==> config.mk <==
export PLATFORM = sky130hd
export DESIGN_NAME = go_back_n_sender_window
export DESIGN_NICKNAME = d
export VERILOG_FILES = /design/src/rtl/core/gbn_pkg.sv /design/src/rtl/core/gbn_seq_unit.sv /design/src/rtl/core/go_back_n_sender_window.sv
export SDC_FILE = /design/constraint.sdc
export NUM_CORES = 1
export LEC_CHECK = 0
export BUFFER_PORTS_ARGS = -buffer_cell sky130_fd_sc_hd__buf_4
export CORE_MARGIN = 3
export CORE_UTILIZATION = 58
export CTS_BUF_LIST = sky130_fd_sc_hd__clkbuf_4 sky130_fd_sc_hd__clkbuf_8
export DETAILED_ROUTE_END_ITERATION = 6
export HOLD_SLACK_MARGIN = 0.03
export PLACE_DENSITY = 0.79
export SYNTH_ARGS = -nofsm -noshare
export SYNTH_HDL_FRONTEND = slang
export SYNTH_HIERARCHICAL = 1
export SYNTH_SLANG_ARGS = --single-unit
==> constraint.sdc <==
create_clock -name clk -period 6.3 [get_ports clk]
set_clock_uncertainty 0.2 [all_clocks]
set_input_delay 0.945 -clock clk [delete_from_list [all_inputs] [get_ports clk]]
set_output_delay 0.945 -clock clk [all_outputs]
set_load 0.02 [all_outputs]
==> src/rtl/core/gbn_pkg.sv <==
// Package for the Go-Back-N sender window controller.
// Holds widths, register indexes, the sequencer state type and shared structs.
// Has no dependencies; used by gbn_seq_unit and go_back_n_sender_window.
package gbn_pkg;

	localparam int SEQ_BITS   = 16;
	localparam int MAX_WINDOW = 64;
	localparam int CNT_BITS   = $clog2(MAX_WINDOW);
	localparam int WIN_BITS   = 7;
	localparam int TICK_BITS  = 16;
	localparam int RETRY_BITS = 8;
	localparam int TOC_BITS   = 9;
	localparam int CFG_BITS   = 16;

	// Reset values of the configuration registers
	localparam logic [SEQ_BITS-1:0]   PACKET_COUNT_RST  = '0;
	localparam logic [WIN_BITS-1:0]   WINDOW_SIZE_RST   = WIN_BITS'(8);
	localparam logic [TICK_BITS-1:0]  TIMEOUT_TICKS_RST = TICK_BITS'(100);
	localparam logic [RETRY_BITS-1:0] RETRY_LIMIT_RST   = RETRY_BITS'(10);

	// Configuration register indexes
	typedef enum logic [1:0] {
		REG_PACKET_COUNT  = 2'd0,
		REG_WINDOW_SIZE   = 2'd1,
		REG_TIMEOUT_TICKS = 2'd2,
		REG_RETRY_LIMIT   = 2'd3
	} cfg_reg_t;

	// Input op codes
	typedef enum logic {
		OP_TICK = 1'b0,
		OP_ACK  = 1'b1
	} op_t;

	// Sequencer states, one-hot
	typedef enum logic [2:0] {
		ST_IDLE   = 3'b001,
		ST_RESEND = 3'b010,
		ST_SEND   = 3'b100
	} state_t;

	// Step result from the shared sequence unit
	typedef struct packed {
		logic [SEQ_BITS-1:0] seq_inc;
		logic                last;
	} seq_step_t;

endpackage

==> src/rtl/core/gbn_seq_unit.sv <==
// Shared sequence step unit: advances a sequence cursor toward a bound.
// Flags the final step of a burst by bound or by the per-item command limit.
// Depends on gbn_pkg.
module gbn_seq_unit (
	input  logic [gbn_pkg::SEQ_BITS-1:0] cursor,
	input  logic [gbn_pkg::SEQ_BITS:0]   bound,
	input  logic [gbn_pkg::CNT_BITS-1:0] cnt,
	output gbn_pkg::seq_step_t           step
);

	logic [gbn_pkg::SEQ_BITS:0] inc_w;

	// One increment and one compare against the bound
	always_comb begin
		inc_w        = {1'b0, cursor} + (gbn_pkg::SEQ_BITS+1)'(1);
		step.seq_inc = inc_w[gbn_pkg::SEQ_BITS-1:0];
		step.last    = (inc_w >= bound) ||
			(cnt == gbn_pkg::CNT_BITS'(gbn_pkg::MAX_WINDOW - 1));
	end

endmodule

==> src/rtl/core/go_back_n_sender_window.sv <==
// Go-Back-N sender window controller: top level with sequencer and output register.
// Depends on gbn_pkg and gbn_seq_unit.
//
// Each input transaction is either a tick (op 0) or an acknowledgement (op 1) and
// yields one or more result transactions; the final one carries last. An
// acknowledgement, a tick that sends nothing, or any tick once the transfer is
// done or failed, yields one status result in the cycle after acceptance. A tick
// that times out emits resend commands for window_base..next_seq-1, and a tick
// with room in the window emits send commands for new sequences; either burst
// comes out one command per cycle while the output is not stalled, through the shared
// sequence step unit; the sequencer state is registered first, then each command in
// the output register. A burst holds at most 64 commands. in_ready is high only in
// the idle state while the output register is empty or being taken, so the next
// item is accepted no earlier than the cycle in which the last result of the
// current item is taken.
// Configuration writes take effect at once and are meant for idle periods.
module go_back_n_sender_window (
	input  logic                            clk,
	input  logic                            arst_n,
	// configuration write port
	input  logic                            cfg_we,
	input  logic [1:0]                      cfg_index,
	input  logic [gbn_pkg::CFG_BITS-1:0]    cfg_wdata,
	// input channel
	input  logic                            in_valid,
	output logic                            in_ready,
	input  logic                            op,
	input  logic [gbn_pkg::SEQ_BITS-1:0]    ack_number,
	input  logic                            ack_ok,
	// output channel
	output logic                            out_valid,
	input  logic                            out_ready,
	output logic                            send_valid,
	output logic [gbn_pkg::SEQ_BITS-1:0]    send_seq,
	output logic                            is_resend,
	output logic                            last,
	output logic                            done_res,
	output logic                            failed
);

	localparam int SB = gbn_pkg::SEQ_BITS;

	// configuration registers
	logic [SB-1:0]                    packet_count_q;
	logic [gbn_pkg::WIN_BITS-1:0]     window_size_q;
	logic [gbn_pkg::TICK_BITS-1:0]    timeout_ticks_q;
	logic [gbn_pkg::RETRY_BITS-1:0]   retry_limit_q;

	// window state
	logic [SB-1:0]                    window_base_q;
	logic [SB-1:0]                    next_seq_q;
	logic [gbn_pkg::TICK_BITS-1:0]    idle_timer_q;
	logic [gbn_pkg::TOC_BITS-1:0]     timeout_count_q;
	logic                             failed_flag_q;

	// sequencer
	gbn_pkg::state_t                  state_q;
	logic [SB-1:0]                    cursor_q;
	logic [SB:0]                      bound_q;
	logic [gbn_pkg::CNT_BITS-1:0]     cnt_q;

	// output register
	logic                             out_valid_q;
	logic                             send_valid_q;
	logic [SB-1:0]                    send_seq_q;
	logic                             is_resend_q;
	logic                             last_q;
	logic                             done_q;
	logic                             failed_q;

	logic                             out_free;
	logic                             accept;

	// ack path
	logic                             ack_take;
	logic [SB:0]                      ack_inc;
	logic [SB-1:0]                    ack_nb;
	logic                             ack_moves;
	logic [SB-1:0]                    base_after_ack;

	// tick path
	logic                             tick_active;
	logic                             outstanding;
	logic [gbn_pkg::TICK_BITS-1:0]    timer_inc;
	logic [gbn_pkg::TICK_BITS-1:0]    tick_lim;
	logic                             expired;
	logic [gbn_pkg::WIN_BITS-1:0]     eff_win;
	logic [SB:0]                      win_top;
	logic [SB:0]                      send_bound;
	logic                             can_send;
	logic [gbn_pkg::TOC_BITS-1:0]     toc_inc;

	// shared step unit
	logic [SB-1:0]                    step_cursor;
	gbn_pkg::seq_step_t               step;

	assign out_free = !out_valid_q || out_ready;
	assign in_ready = (state_q == gbn_pkg::ST_IDLE) && out_free;
	assign accept   = in_valid && in_ready;

	// acknowledgement evaluation; a tick never moves the base
	always_comb begin
		ack_take  = (gbn_pkg::op_t'(op) == gbn_pkg::OP_ACK) && !failed_flag_q && ack_ok
			&& (ack_number >= window_base_q);
		ack_inc   = {1'b0, ack_number} + (SB+1)'(1);
		ack_nb    = (ack_inc > {1'b0, packet_count_q}) ? packet_count_q : ack_inc[SB-1:0];
		ack_moves = ack_take && (ack_nb > window_base_q);
		base_after_ack = ack_moves ? ack_nb : window_base_q;
	end

	// tick evaluation: timer, timeout and send bound
	always_comb begin
		tick_active = !failed_flag_q && (window_base_q < packet_count_q);
		outstanding = next_seq_q > window_base_q;
		timer_inc   = (idle_timer_q == '1) ? idle_timer_q
			: idle_timer_q + gbn_pkg::TICK_BITS'(1);
		tick_lim    = (timeout_ticks_q == '0) ? gbn_pkg::TICK_BITS'(1) : timeout_ticks_q;
		expired     = tick_active && outstanding && (timer_inc >= tick_lim);
		if (window_size_q == '0) begin
			eff_win = gbn_pkg::WIN_BITS'(1);
		end else if (window_size_q > gbn_pkg::WIN_BITS'(gbn_pkg::MAX_WINDOW)) begin
			eff_win = gbn_pkg::WIN_BITS'(gbn_pkg::MAX_WINDOW);
		end else begin
			eff_win = window_size_q;
		end
		win_top    = {1'b0, window_base_q} + (SB+1)'(eff_win);
		send_bound = (win_top > {1'b0, packet_count_q}) ? {1'b0, packet_count_q} : win_top;
		can_send   = tick_active && !expired && ({1'b0, next_seq_q} < send_bound);
		toc_inc    = (timeout_count_q == '1) ? timeout_count_q
			: timeout_count_q + gbn_pkg::TOC_BITS'(1);
	end

	// cursor feeding the shared unit
	assign step_cursor = (state_q == gbn_pkg::ST_SEND) ? next_seq_q : cursor_q;

	gbn_seq_unit u_seq (
		.cursor (step_cursor),
		.bound  (bound_q),
		.cnt    (cnt_q),
		.step   (step)
	);

	// configuration registers
	always_ff @(posedge clk or negedge arst_n) begin
		if (!arst_n) begin
			packet_count_q  <= gbn_pkg::PACKET_COUNT_RST;
			window_size_q   <= gbn_pkg::WINDOW_SIZE_RST;
			timeout_ticks_q <= gbn_pkg::TIMEOUT_TICKS_RST;
			retry_limit_q   <= gbn_pkg::RETRY_LIMIT_RST;
		end else if (cfg_we) begin
			case (gbn_pkg::cfg_reg_t'(cfg_index))
				gbn_pkg::REG_PACKET_COUNT:  packet_count_q  <= cfg_wdata[SB-1:0];
				gbn_pkg::REG_WINDOW_SIZE:   window_size_q   <= cfg_wdata[gbn_pkg::WIN_BITS-1:0];
				gbn_pkg::REG_TIMEOUT_TICKS: timeout_ticks_q <= cfg_wdata[gbn_pkg::TICK_BITS-1:0];
				gbn_pkg::REG_RETRY_LIMIT:   retry_limit_q   <= cfg_wdata[gbn_pkg::RETRY_BITS-1:0];
				default: ;
			endcase
		end
	end

	// sequencer and window state
	always_ff @(posedge clk or negedge arst_n) begin
		if (!arst_n) begin
			state_q         <= gbn_pkg::ST_IDLE;
			window_base_q   <= '0;
			next_seq_q      <= '0;
			idle_timer_q    <= '0;
			timeout_count_q <= '0;
			failed_flag_q   <= 1'b0;
			cursor_q        <= '0;
			bound_q         <= '0;
			cnt_q           <= '0;
		end else begin
			case (state_q)
				gbn_pkg::ST_IDLE: begin
					if (accept) begin
						cnt_q <= '0;
						if (gbn_pkg::op_t'(op) == gbn_pkg::OP_ACK) begin
							if (ack_moves) begin
								window_base_q <= ack_nb;
								idle_timer_q  <= '0;
							end
							if (ack_take && (next_seq_q < base_after_ack)) begin
								next_seq_q <= base_after_ack;
							end
						end else if (expired) begin
							// timeout: resend base..next-1
							idle_timer_q    <= '0;
							timeout_count_q <= toc_inc;
							if (toc_inc > {1'b0, retry_limit_q}) begin
								failed_flag_q <= 1'b1;
							end
							cursor_q <= window_base_q;
							bound_q  <= {1'b0, next_seq_q};
							state_q  <= gbn_pkg::ST_RESEND;
						end else begin
							if (tick_active && outstanding) begin
								idle_timer_q <= timer_inc;
							end
							if (can_send) begin
								idle_timer_q <= '0;
								bound_q      <= send_bound;
								state_q      <= gbn_pkg::ST_SEND;
							end
						end
					end
				end
				gbn_pkg::ST_RESEND: begin
					if (out_free) begin
						cursor_q <= step.seq_inc;
						cnt_q    <= cnt_q + gbn_pkg::CNT_BITS'(1);
						if (step.last) begin
							state_q <= gbn_pkg::ST_IDLE;
						end
					end
				end
				gbn_pkg::ST_SEND: begin
					if (out_free) begin
						next_seq_q <= step.seq_inc;
						cnt_q      <= cnt_q + gbn_pkg::CNT_BITS'(1);
						if (step.last) begin
							state_q <= gbn_pkg::ST_IDLE;
						end
					end
				end
				default: begin
					state_q <= gbn_pkg::ST_IDLE;
				end
			endcase
		end
	end

	// output valid
	always_ff @(posedge clk or negedge arst_n) begin
		if (!arst_n) begin
			out_valid_q <= 1'b0;
		end else if (out_free) begin
			out_valid_q <= (accept && !expired && !(gbn_pkg::op_t'(op) == gbn_pkg::OP_TICK
				&& can_send)) || (state_q == gbn_pkg::ST_RESEND)
				|| (state_q == gbn_pkg::ST_SEND)
				|| (accept && gbn_pkg::op_t'(op) == gbn_pkg::OP_ACK);
		end
	end

	// output payload
	always_ff @(posedge clk) begin
		if (out_free) begin
			if (state_q == gbn_pkg::ST_RESEND || state_q == gbn_pkg::ST_SEND) begin
				send_valid_q <= 1'b1;
				send_seq_q   <= step_cursor;
				is_resend_q  <= (state_q == gbn_pkg::ST_RESEND);
				last_q       <= step.last;
				done_q       <= window_base_q >= packet_count_q;
				failed_q     <= failed_flag_q;
			end else begin
				// status result
				send_valid_q <= 1'b0;
				send_seq_q   <= '0;
				is_resend_q  <= 1'b0;
				last_q       <= 1'b1;
				done_q       <= base_after_ack >= packet_count_q;
				failed_q     <= failed_flag_q;
			end
		end
	end

	assign out_valid  = out_valid_q;
	assign send_valid = send_valid_q;
	assign send_seq   = send_seq_q;
	assign is_resend  = is_resend_q;
	assign last       = last_q;
	assign done_res   = done_q;
	assign failed     = failed_q;

endmodule

==> out/results.txt, run 1 <==
Crit Path Max Fanout -> 8
Avg Cell Area, Syn -> 8.96 sq um
final worst slack -> -0.616 ns
final hold viol count -> 0
WP data arrival -> 7.07 ns
post-synthesis register bit count -> 169
largest net degree at the start of global routing -> 98
fraction of layout cells with a size suffix above 1 -> 0.292
worst r2r src -> window_size_q[3]
WP buf/inv -> 4
Clock Power Share -> 0.093
worst r2r dst -> bound_q[2]
post-cts hold buffer count -> 0
Syn Nets -> 1765
Req. time, crit path -> 6.46 ns
Primary FF master, synth -> dfrtp_1
CP Depth -> 29
first-pass GRT wire length -> 70.2 mm
synthesized instance count -> 1528
TritonCTS Sinks -> 169
busiest grt layer -> met2
CP most frequent cell -> nand4_1
via count -> 13400
VDD IR max -> 0.241 mV
diode count -> 0
area grow syn2layout -> 26.6%
die height -> 160 microns
CP peak stage delay -> 0.56 ns
core box area -> 0.0229 sq mm
DRC viols -> 0
dpl cells -> 2038
WS Path Type -> primary input to flip-flop
kind of end point of the critical path -> flip-flop
sequential-to-total area share from yosys stat -> 0.317
first-pass detailed-route iteration total -> 6
Final period util -> 1.10
crit path time final -> 6.92 ns
Final ANT Viol Nets -> 0
site row count -> 55
cts bufs inserted -> 17
total track usage -> 0.346
initial drt markers -> 1358
status -> finished, violations left
hold path start -> cnt_q[5]
P_leak -> 0.00800 uW
vias in the first global route -> 12800
Cell Area, Synth -> 0.0137 sq mm
Fill cells -> 1544
failing checks -> negative setup slack
worst slew pin tran -> 1.38 ns
Worst Hold Depth -> 1
Sw Pwr -> 4340 uW
Skew-Pair Late Insertion Delay -> 0.47 ns
Reg power frac -> 0.198
fmax -> 145 MHz
grt met1 use -> 0.454
Async SR Flop Fraction -> 0.876
met3 global-route usage -> 0.0612
setup TNS -> -17.00 ns
clock-pin slew on the worst setup and hold paths -> 0.10 ns
worst hold slack -> 0.309 ns
met2 GRT Util -> 0.567
Slew Limit Fails -> 0
io pins -> 64
Post-synth EDFFs -> 21
Synthesis Warnings -> 6
max cap viols -> 0
CP Launch Type -> primary input
drt wl/cell -> 21.8 microns
PwrDens -> 517 mW/mm^2
CP delay by family, top -> simple AND/OR/NAND/NOR gates
initial antenna violation count -> 0
worst reg-to-reg path cell count -> 33
Netlist cell types -> 81
Comb pwr share -> 0.709
routability cong. -> 1.01
CTS tree -> built
port buffer count -> 63
Post-DP HPWL -> 33.6 mm
Die Footprint -> 0.0255 sq mm
sw frac -> 0.485
DP Area -> 0.0159 sq mm
RSZ-0062 raised after global routing -> yes
sink of the worst hold path -> cnt_q[5]
Internal Power -> 4620 uW
Finished Layout Cells -> 2101
Place WS -> -1.24 ns
Final setup viols -> 51
final instance area -> 0.0173 sq mm
footprint of the multi-input gates -> 0.00962 sq mm
width of the die -> 160 microns
Final nets -> 2012
drt via density -> 6.38
CTS Root Cell -> clkbuf_8
drt total wl -> 45.8 mm
worst min path class -> flip-flop to flip-flop
Slowest-stage cell, CP -> or4_1
Slew HR -> 0.0746
clock buffer depth -> 2
reg-to-reg slack, setup -> -0.28 ns
remaining global-route overflow -> 0
Reg area -> 0.00434 sq mm
H-tree depth -> 4
Initial Util -> 0.598
[sequential cells by signal, indices dropped and copies added (netlist names), 3 cells and up]
signal           count
window_size_q        7
cnt_q                6
packet_count_q      16
cursor_q            16
timeout_count_q      9
window_base_q       16
next_seq_q          16
send_seq            16
retry_limit_q        8
state_q              3
idle_timer_q        16
bound_q             17
timeout_ticks_q     16
[cell families (layout without fill, tap and decap cells)]
family,Yosys count,count (layout),share of synthesized area
flip-flops,169,169,0.317
multiplexers,109,109,0.0892
AND/OR/NAND/NOR,485,485,0.174
AO/OA/AOI/OAI,362,365,0.158
adder cells (fa/ha/maj),196,196,0.180
XOR/XNOR,61,61,0.0390
buffers and inverters,146,403,0.0427
[metrics by stage]
stage                      util  total power [uW]
after floorplan               -              4980
after global placement    0.695              6740
after detailed placement  0.695              6950
after CTS                 0.737              8350
after global routing      0.757              9440
final                     0.757              8960
[worst max-delay path by stage]
| stage | startpoint | to | slack, ns |
|---|---|---|---|
| floorplan | ack_number[5] | next_seq_q[10] | -0.71 |
| global placement | ack_number[5] | next_seq_q[0] | -1.0 |
| detailed placement | ack_number[5] | next_seq_q[14] | -1.24 |
| CTS | ack_number[5] | next_seq_q[14] | -0.52 |
| global route | ack_number[5] | next_seq_q[15] | -0.82 |
| finish | ack_number[5] | next_seq_q[1] | -0.62 |
[area by class of cell]
type,count,share of cell area
Timing Repair Buffer,265,0.125
Clock inverter,15,0.0104
Tap cell,313,0.0226
Clock buffer,17,0.0135
Multi-Input combinational cell,1216,0.555
Inverter,106,0.0229
Sequential cell,169,0.250
[Yosys cell counts (8+ instances only)]
| master | instances | area (sq um) |
|---|---|---|
| o211ai_1 | 8 | 60.1 |
| nand4_1 | 44 | 275 |
| xor2_1 | 13 | 114 |
| inv_1 | 103 | 387 |
| a211oi_1 | 16 | 120 |
| a21o_1 | 22 | 165 |
| o21a_1 | 15 | 113 |
| mux2_4 | 10 | 150 |
| nand3_1 | 57 | 285 |
| edfxtp_1 | 21 | 631 |
| mux2i_1 | 37 | 370 |
| o21ai_0 | 104 | 521 |
| nand2_1 | 161 | 604 |
| and3_1 | 15 | 93.8 |
| nand2b_1 | 13 | 81.3 |
| mux2_2 | 52 | 586 |
| a21oi_1 | 147 | 736 |
| and4_1 | 9 | 78.8 |
| ha_1 | 195 | 2440 |
| buf_2 | 12 | 60.1 |
| mux2_1 | 9 | 101 |
| xnor2_1 | 48 | 420 |
| nor3_1 | 19 | 95.1 |
| nor2b_1 | 19 | 119 |
| nor2_1 | 108 | 405 |
| clkbuf_1 | 23 | 86.3 |
| dfrtp_1 | 141 | 3530 |
[cells in the final DEF, fill, tap and decap left out, types with 44 or more instances in the layout]
cell type and instances:
a21oi_1 126, o21ai_0 88, xnor2_1 45, nand3_1 54
nor2_1 102, dfrtp_1 141, buf_4 235, nand2_1 157
inv_1 102, nand4_1 44, ha_1 181
[routing by layer]
metal / routed length, microns / vias up
li1: - / 6019
met1: 18000 / 6408
met5: 0 / -
met2: 21200 / 799
met4: 2420 / 0
met3: 4250 / 180
[worst reg2reg max path: cells and delay by family (launching register included)]
| kind | cells | cell delay [ns] |
|---|---|---|
| AOI/OAI and AO/OA | 11 | 1.84 |
| DFF | 1 | 0.57 |
| and+or+nand+nor | 12 | 1.67 |
| xor gates and xnor gates | 1 | 0.15 |
| buffers and inverters | 5 | 0.89 |
| adders and majority gates | 3 | 0.82 |
| muxes | 1 | 0.32 |
[timing repair]
item | in CTS | in global routing
gates resized for setup | 72 | 91
setup buffers | 22 | 11
endpoints found under the setup margin | 53 | 53
cloned | 4 | 2
pin swaps | 40 | 40
[power groups by stage]
stage / Combinational, uW / Sequential (uW) / Clock (uW)
floorplan: 3240 / 1740 / 0
global placement: 5000 / 1740 / 0
detailed placement: 5190 / 1760 / 0
CTS: 5770 / 1750 / 835
global route: 6770 / 1800 / 875
finish: 6360 / 1780 / 829
Power figures use the tool's default switching activity.
==> run 2: changes to the inputs <==
SETUP_SLACK_MARGIN = 0.3   (was unset)
==> run 2 against run 1 <==
Against the previous run: the run ends with design-rule violations, max-capacitance violations, negative setup slack left; setup slack lost 0.025 ns; final cell count rose by 1.8%; utilization rose by 2.7 points; final area up 3.6%; critical path depth is 4 higher; register-to-register slack worse by 0.34 ns; combinational power up 10%; hold slack got worse by 0.017 ns; maximum frequency decreased by 0.37%; count of clock-buffer cells in the layout rose by 2; sequential power about the same; sequential cell count stayed put.
==> out/results.txt, run 2 (synthesized netlist as in run 1, its figures left out) <==
H-tree depth -> 4
vias in the first global route -> 13500
drt wl/cell -> 22.4 microns
kind of end point of the critical path -> flip-flop
io pins -> 64
final worst slack -> -0.641 ns
PwrDens -> 539 mW/mm^2
cts bufs inserted -> 17
footprint of the multi-input gates -> 0.00980 sq mm
Final setup viols -> 53
busiest grt layer -> met2
width of the die -> 160 microns
CP Depth -> 33
diode count -> 0
reg-to-reg slack, setup -> -0.62 ns
Req. time, crit path -> 6.48 ns
DRC viols -> 5
fin util -> 0.784
clock buffer depth -> 2
remaining global-route overflow -> 0
Skew-Pair Late Insertion Delay -> 0.49 ns
die height -> 160 microns
CTS tree -> built
RSZ-0062 raised after global routing -> yes
site row count -> 55
fraction of layout cells with a size suffix above 1 -> 0.321
P_leak -> 0.00831 uW
CP delay by family, top -> simple AND/OR/NAND/NOR gates
port buffer count -> 63
Slowest-stage cell, CP -> mux2_2
CP peak stage delay -> 0.41 ns
worst min path class -> flip-flop to flip-flop
dpl cells -> 2044
drt total wl -> 47.8 mm
max cap viols -> 1
drt via density -> 6.39
worst reg-to-reg path cell count -> 34
worst r2r dst -> bound_q[5]
fmax -> 144 MHz
VDD IR max -> 0.238 mV
crit path time final -> 6.94 ns
Final period util -> 1.10
grt met1 use -> 0.466
total track usage -> 0.363
largest net degree at the start of global routing -> 105
Crit Path Max Fanout -> 8
most frequent cells in the layout -> buf_4, ha_1, nand2_1
Post-DP HPWL -> 33.1 mm
Final ANT Viol Nets -> 0
Final nets -> 2049
Reg area -> 0.00434 sq mm
routability cong. -> 0.994
via count -> 13700
Initial Util -> 0.598
Die Footprint -> 0.0255 sq mm
worst r2r src -> window_size_q[3]
Fill cells -> 1444
crit path launch -> ack_number[5]
worst slew pin tran -> 1.47 ns
WP data arrival -> 7.12 ns
TritonCTS Sinks -> 169
most common cell after layout, fill and taps aside -> buf_4
initial drt markers -> 1488
first-pass GRT wire length -> 73.5 mm
Slew Limit Fails -> 0
first-pass detailed-route iteration total -> 7
core box area -> 0.0229 sq mm
met3 global-route usage -> 0.0716
final hold viol count -> 0
CP Launch Type -> primary input
Biggest register -> bound_q
WP buf/inv -> 5
clock-pin slew on the worst setup and hold paths -> 0.10 ns
area grow syn2layout -> 31.1%
failing checks -> design-rule violations, max-capacitance violations, negative setup slack
worst setup path endpoint -> next_seq_q[11]
Worst Hold Depth -> 1
Largest register FFs -> 17
post-cts hold buffer count -> 0
met2 GRT Util -> 0.581
Finished Layout Cells -> 2138
status -> finished, violations left
CTS Root Cell -> clkbuf_8
Slew HR -> 0.0156
initial antenna violation count -> 0
WS Path Type -> primary input to flip-flop
==> run 2: worst min path at each step <==
stage | to | from | slack, ns
2_1_floorplan | cnt_q[5] | cnt_q[5] | 0.25
3_3_place_gp | bound_q[9] | bound_q[9] | 0.27
3_5_place_dp | bound_q[13] | bound_q[13] | 0.28
4_1_cts | cnt_q[5] | cnt_q[5] | 0.29
5_1_grt | cnt_q[5] | cnt_q[5] | 0.31
6_report | cnt_q[5] | cnt_q[5] | 0.29
==> run 2: worst reg2reg max path: cells and delay by family, from the launching register on <==
family          cells  cell delay (ns)
simple gates       12             1.70
flops               1             0.58
fa+ha+maj           3             0.73
xor+xnor            1             0.15
buf+inv             7             1.01
mux                 2             0.50
compound gates      9             1.97
==> run 2: final cells by class <==
cell class,instances,area share
multi-input cells,1217,0.546
flip-flops and latches,169,0.242
repair buffers,301,0.144
well taps,313,0.0218
clock buffers,19,0.0139
inverters,106,0.0222
clock inverters,13,0.0102
==> run 2: repair_timing <==
action / in CTS / in global routing
gates cloned: 7 / 1
pin swaps: 52 / 41
setup endpoints to repair: 53 / 78
gates resized for setup: 136 / 70
buffers inserted: 31 / 23
==> run 2: power breakdown <==
part | leakage, uW | switching [uW] | total, uW | internal, uW
clock network | 0.000212 | 479 | 891 | 412
logic | 0.00603 | 3730 | 7000 | 3270
registers | 0.00207 | 356 | 1790 | 1440
total | 0.00831 | 4560 | 9680 | 5120
==> run 2: metrics by stage <==
stage                     hold slack [ns]  power (uW)  area, sq um  setup TNS, ns  worst slack, ns
after floorplan                     0.248        4990        13900         -10.71           -0.714
after global placement              0.268        6800        16000         -28.56           -0.884
after detailed placement            0.276        7000        16000         -35.19            -1.05
after CTS                           0.286        8860        17400          -8.90           -0.471
after global routing                0.309       10200        18000         -36.03           -0.904
final                               0.293        9680        18000         -28.95           -0.641
==> run 2: metal layers <==
metal | part of all wire | up-vias
met5 | 0 | -
met4 | 0.065 | 0
met3 | 0.090 | 230
met2 | 0.45 | 810
met1 | 0.39 | 6522
li1 | - | 6095
